--- src/lss_pkg.sv ---
`default_nettype none
package lss_pkg;

  localparam int MaxSize = 8;
  localparam int NumCol  = MaxSize + 1;
  localparam int Depth   = MaxSize * NumCol;

  localparam logic [3:0] BCol = 4'(MaxSize);

  typedef enum logic [0:0] {
    REG_SIZE = 1'b0,
    REG_THR  = 1'b1
  } reg_idx_t;

  typedef enum logic [4:0] {
    S_IDLE,
    S_COPY,
    S_PIV_RD,
    S_PIV_CHK,
    S_PIV_DEC,
    S_F_RD,
    S_F_DIV,
    S_F_WAIT,
    S_U_RDA,
    S_U_RDB,
    S_U_MUL,
    S_U_WR,
    S_NEXT_I,
    S_B_RDS,
    S_B_S,
    S_B_RDA,
    S_B_MUL,
    S_B_SUB,
    S_B_RDD,
    S_B_CHK,
    S_B_WAIT,
    S_SING,
    S_OUT,
    S_OUT_W
  } state_t;

  function automatic logic [31:0] mag32(input logic signed [31:0] v);
    logic [31:0] r;
    r = v[31] ? 32'(-v) : 32'(v);
    return r;
  endfunction

  function automatic logic signed [31:0] sat_mag(input logic [47:0] m, input logic neg);
    logic signed [31:0] r;
    if (neg) begin
      if (m >= 48'h0000_8000_0000) r = 32'sh8000_0000;
      else r = -$signed(m[31:0]);
    end else begin
      if (m > 48'h0000_7FFF_FFFF) r = 32'sh7FFF_FFFF;
      else r = $signed(m[31:0]);
    end
    return r;
  endfunction

  function automatic logic signed [31:0] qsub(input logic signed [31:0] a,
                                              input logic signed [31:0] b);
    logic signed [32:0] d;
    logic signed [31:0] r;
    d = 33'(a) - 33'(b);
    if (d > 33'sh0_7FFF_FFFF) r = 32'sh7FFF_FFFF;
    else if (d < -33'sh0_8000_0000) r = 32'sh8000_0000;
    else r = d[31:0];
    return r;
  endfunction

  function automatic logic too_small(input logic signed [31:0] v, input logic [30:0] thr);
    logic [31:0] m;
    m = mag32(v);
    return (m == 32'd0) || (m < {1'b0, thr});
  endfunction

  function automatic logic [6:0] addr_of(input logic [2:0] r, input logic [3:0] c);
    return 7'(7'(r) * 7'(NumCol) + 7'(c));
  endfunction

endpackage
`default_nettype wire

--- src/lss_div.sv ---
`default_nettype none
module lss_div (
  input  wire logic               clk,
  input  wire logic               rst_n,
  input  wire logic               start,
  input  wire logic signed [31:0] a,
  input  wire logic signed [31:0] b,
  output logic                    done,
  output logic signed [31:0]      q
);
  import lss_pkg::*;

  logic        busy_r;
  logic        done_r;
  logic [5:0]  cnt_r;
  logic [32:0] rem_r;
  logic [47:0] dvd_r;
  logic [31:0] dvs_r;
  logic        neg_r;
  logic [32:0] rem_sh;
  logic        fits;

  assign rem_sh = {rem_r[31:0], dvd_r[47]};
  assign fits   = rem_sh >= {1'b0, dvs_r};

  always_ff @(posedge clk) begin
    if (!rst_n) begin
      busy_r <= 1'b0;
      done_r <= 1'b0;
      cnt_r  <= '0;
    end else begin
      done_r <= 1'b0;
      if (start) begin
        busy_r <= 1'b1;
        cnt_r  <= '0;
      end else if (busy_r) begin
        cnt_r <= cnt_r + 6'd1;
        if (cnt_r == 6'd47) begin
          busy_r <= 1'b0;
          done_r <= 1'b1;
        end
      end
    end
  end

  always_ff @(posedge clk) begin
    if (start) begin
      rem_r <= '0;
      dvd_r <= {mag32(a), 16'd0};
      dvs_r <= mag32(b);
      neg_r <= a[31] ^ b[31];
    end else if (busy_r) begin
      rem_r <= fits ? rem_sh - {1'b0, dvs_r} : rem_sh;
      dvd_r <= {dvd_r[46:0], fits};
    end
  end

  assign done = done_r;
  assign q    = sat_mag(dvd_r, neg_r);

endmodule
`default_nettype wire

--- config.mk ---
export PLATFORM = sky130hd
export DESIGN_NAME = lss_div
export DESIGN_NICKNAME = d
export VERILOG_FILES = /design/src/lss_pkg.sv /design/src/lss_div.sv
export SDC_FILE = /design/constraint.sdc
export NUM_CORES = 1
export LEC_CHECK = 0
export BUFFER_PORTS_ARGS = -buffer_cell sky130_fd_sc_hd__buf_2
export CAP_MARGIN = 20
export CORE_ASPECT_RATIO = 1.2
export CORE_UTILIZATION = 60
export DETAILED_ROUTE_END_ITERATION = 10
export PLACE_DENSITY = 0.83
export SYNTH_ARGS = -nofsm -noshare
export SYNTH_HDL_FRONTEND = slang
export SYNTH_SLANG_ARGS = --single-unit
export TNS_END_PERCENT = 10
--- constraint.sdc ---
create_clock -name clk -period 4.4 [get_ports clk]
set_input_delay 1.1 -clock clk [delete_from_list [all_inputs] [get_ports clk]]
set_output_delay 1.1 -clock clk [all_outputs]
set_load 0.05 [all_outputs]
==> impl_metrics.json <==
{
  "status": "finished, violations left",
  "violations": "design-rule violations",
  "via_per_inst": 6.29,
  "peakVddDrop_v": 0.000273,
  "intPower_mw": 2.60,
  "coreArea_sq_um": 13900,
  "gr-max-usage-layer": "met2",
  "final_cells": 1301,
  "clockPowerShare": 0.390,
  "cp.required_ns": 3.30,
  "io_pins": 100,
  "synthTopCellsByArea": "edfxtp_1 (23%), dfxtp_1 (13%), nand2_1 (6.1%)",
  "hold_viol": 0,
  "yosysWarnings": 0,
  "ys_async_sr_fraction": 0,
  "multi_input_comb_area_sq_um": 5190,
  "cts_root_buffer": "clkbuf_16",
  "clkTransAtPathRegs_ns": 0.06,
  "synth.avg_cell_area_sq_um": 8.31,
  "wire_per_inst_microns": 16.4,
  "numClockSinks": 121,
  "gp_congestion": 0.941,
  "drtAntennaViolNets": 0,
  "yosysSeqAreaShare": 0.355,
  "setup_tns_ns": 0,
  "max_slew_margin": 0.492,
  "layout_commonest_cell": "nand2_1",
  "path_class": "register to output port",
  "dpl.hpwl_microns": 14800,
  "power.switching_mw": 1.23,
  "die_w_microns": 112,
  "layout_setup_ws_ns": 0.237,
  "cp_cell_sequence": "nor4_1 -> nand4_1 -> or4_1 -> inv_2 -> nand2_2 -> buf_4 -> o311ai_0 -> buf_2",
  "grt_pass1_vias": 7431,
  "overflow": 0,
  "combPwrFrac": 0.253,
  "worst_setup_path_end_kind": "output port",
  "cp_slowest_cell": "or4_1",
  "ys_ff_latch": 121,
  "ys.flop_type": "edfxtp_1",
  "vias": 8179,
  "area_growth_pct": 14.9,
  "syn_area_sq_um": 8660,
  "final_util": 0.714,
  "firstDrtPassIters": 8,
  "drtIter0Drc": 877,
  "grt_max_degree": 64,
  "ctsHoldBuffers": 0,
  "path_max_fanout": 15,
  "slew_viol_final": 0,
  "cts_tree": "done",
  "maxCapViolations": 0,
  "grt_use_met2": 0.486,
  "setup_violations": 0,
  "grt_pass1_wl_microns": 35200,
  "leakagePower_nw": 4.09,
  "placedCellCount": 1269,
  "whs_ns": 0.496,
  "grtUsageMet1": 0.378,
  "power_density_nw_per_um2": 385,
  "diodes": 0,
  "htree_levels": 4,
  "num-fill-cells": 1087,
  "placed_cell_area_sq_um": 9270,
  "grt_antenna_before_repair": 0,
  "cp_top_family": "simple AND/OR/NAND/NOR gates",
  "stdcell_area_sq_um": 9950,
  "slowest_delay_ns": 0.48,
  "track_usage": 0.289,
  "cp.arrival_ns": 3.06,
  "post-place-ws_ns": 0.501,
  "power.share.switching": 0.322,
  "core.rowCount": 47,
  "drc": 11,
  "fmax_ghz": 0.240,
  "numPortBuffers": 99,
  "layout_common_cells": "nand2_1 (139), buf_2 (96), nor2_1 (84)",
  "yosysTopAreaCellShare": 0.225,
  "start_util": 0.622,
  "hp-class": "register to register",
  "use_met3": 0.0469,
  "crit_buf_inv": 3,
  "clk_latency_ns": 0.42,
  "area.sequential_sq_um": 3070,
  "synth_cells": 1042,
  "yosysTopAreaCell": "edfxtp_1",
  "nNetsFinal": 1221,
  "rsz0062_at_grt": "yes",
  "clock_skew_ns": 0.00657,
  "period_needed_ns": 4.16,
  "clockBufferDepth": 2,
  "die_y_microns": 134,
  "routed_wl_microns": 21300,
  "synth_edf_count": 65,
  "pwr-share-seq": 0.358,
  "synthesis.nets": 1146,
  "dieArea_sq_um": 14900,
  "critPathLaunchType": "register",
  "period_share": 0.946,
  "ys_types": 69,
  "p_total_mw": 3.83,
  "tightest_slew_ns": 0.763,
  "drive_gt1_frac": 0.146,
  "cts_buffers": 17
}
==> registers in the layout (all words and copies together) (netlist names) <==
register,cells
dvd_r,48
rem_r,32
cnt_r,6
done,1
dvs_r,32
neg_r,1
busy_r,1
==> routing by layer <==
layer  part of all wire  wire length (microns)
met1               0.44                   9290
met2               0.48                  10100
met3              0.066                   1410
met4              0.020                    426
met5                  0                      0
==> cell families (layout without fill, tap and decap cells) <==
kind of cell | after synthesis | count (layout) | synth area share
AND/OR/NAND/NOR | 375 | 375 | 0.205
multiplexers | 22 | 22 | 0.0254
flip-flops | 121 | 121 | 0.355
buffers and inverters | 112 | 200 | 0.0491
XOR/XNOR | 88 | 88 | 0.0890
AO/OA/AOI/OAI | 287 | 287 | 0.222
adder cells (fa/ha/maj) | 37 | 37 | 0.0543
==> worst min-delay path: cells and delay by family (launching register included) <==
kind               cells  cell delay, ns
AOI/OAI and AO/OA      1            0.06
DFF                    1            0.33
and+or+nand+nor        1            0.06
==> synthesized netlist by cell type (all sizes together), types with 18 or more instances <==
cell	n
nand2	141
o21ai	91
nor2	85
edfxtp	65
dfxtp	56
inv	55
xnor2	51
clkbuf	48
a21oi	45
xor2	37
ha	36
nor3	30
mux2i	22
nand3	21
o311ai	20
o31ai	19
a21o	18
==> area by class of cell <==
class / count / area share
multi-input cells: 809 / 0.522
flip-flops and latches: 121 / 0.309
repair buffers: 112 / 0.0616
clock buffers: 23 / 0.0557
well taps: 171 / 0.0215
inverters: 56 / 0.0211
clock inverters: 9 / 0.00930
==> path summary, 6_finish.rpt <==
kind                     to  depth (start not counted)  startpoint  slack, ns
setup / recovery       q[2]                          8   dvd_r[47]       0.24
hold / removal    rem_r[11]                          2   rem_r[11]       0.50
setup reg to reg  rem_r[24]                         11    dvs_r[1]       1.05
hold reg to reg   rem_r[11]                          2   rem_r[11]       0.50
==> power groups by stage <==
stage | logic (mW) | registers [mW] | clock network, mW
after detailed placement | 0.940 | 1.39 | 0
after global routing | 1.05 | 1.38 | 1.55
final | 0.968 | 1.37 | 1.49
after CTS | 0.951 | 1.37 | 1.50
after floorplan | 0.721 | 1.36 | 0
after global placement | 0.925 | 1.39 | 0
==> what timing repair did <==
item                       CTS  global route
buffers inserted             0             0
hold endpoints to repair     0             0
resized for setup            0            11
setup endpoints to repair    0            16
Power figures use the tool's default switching activity.
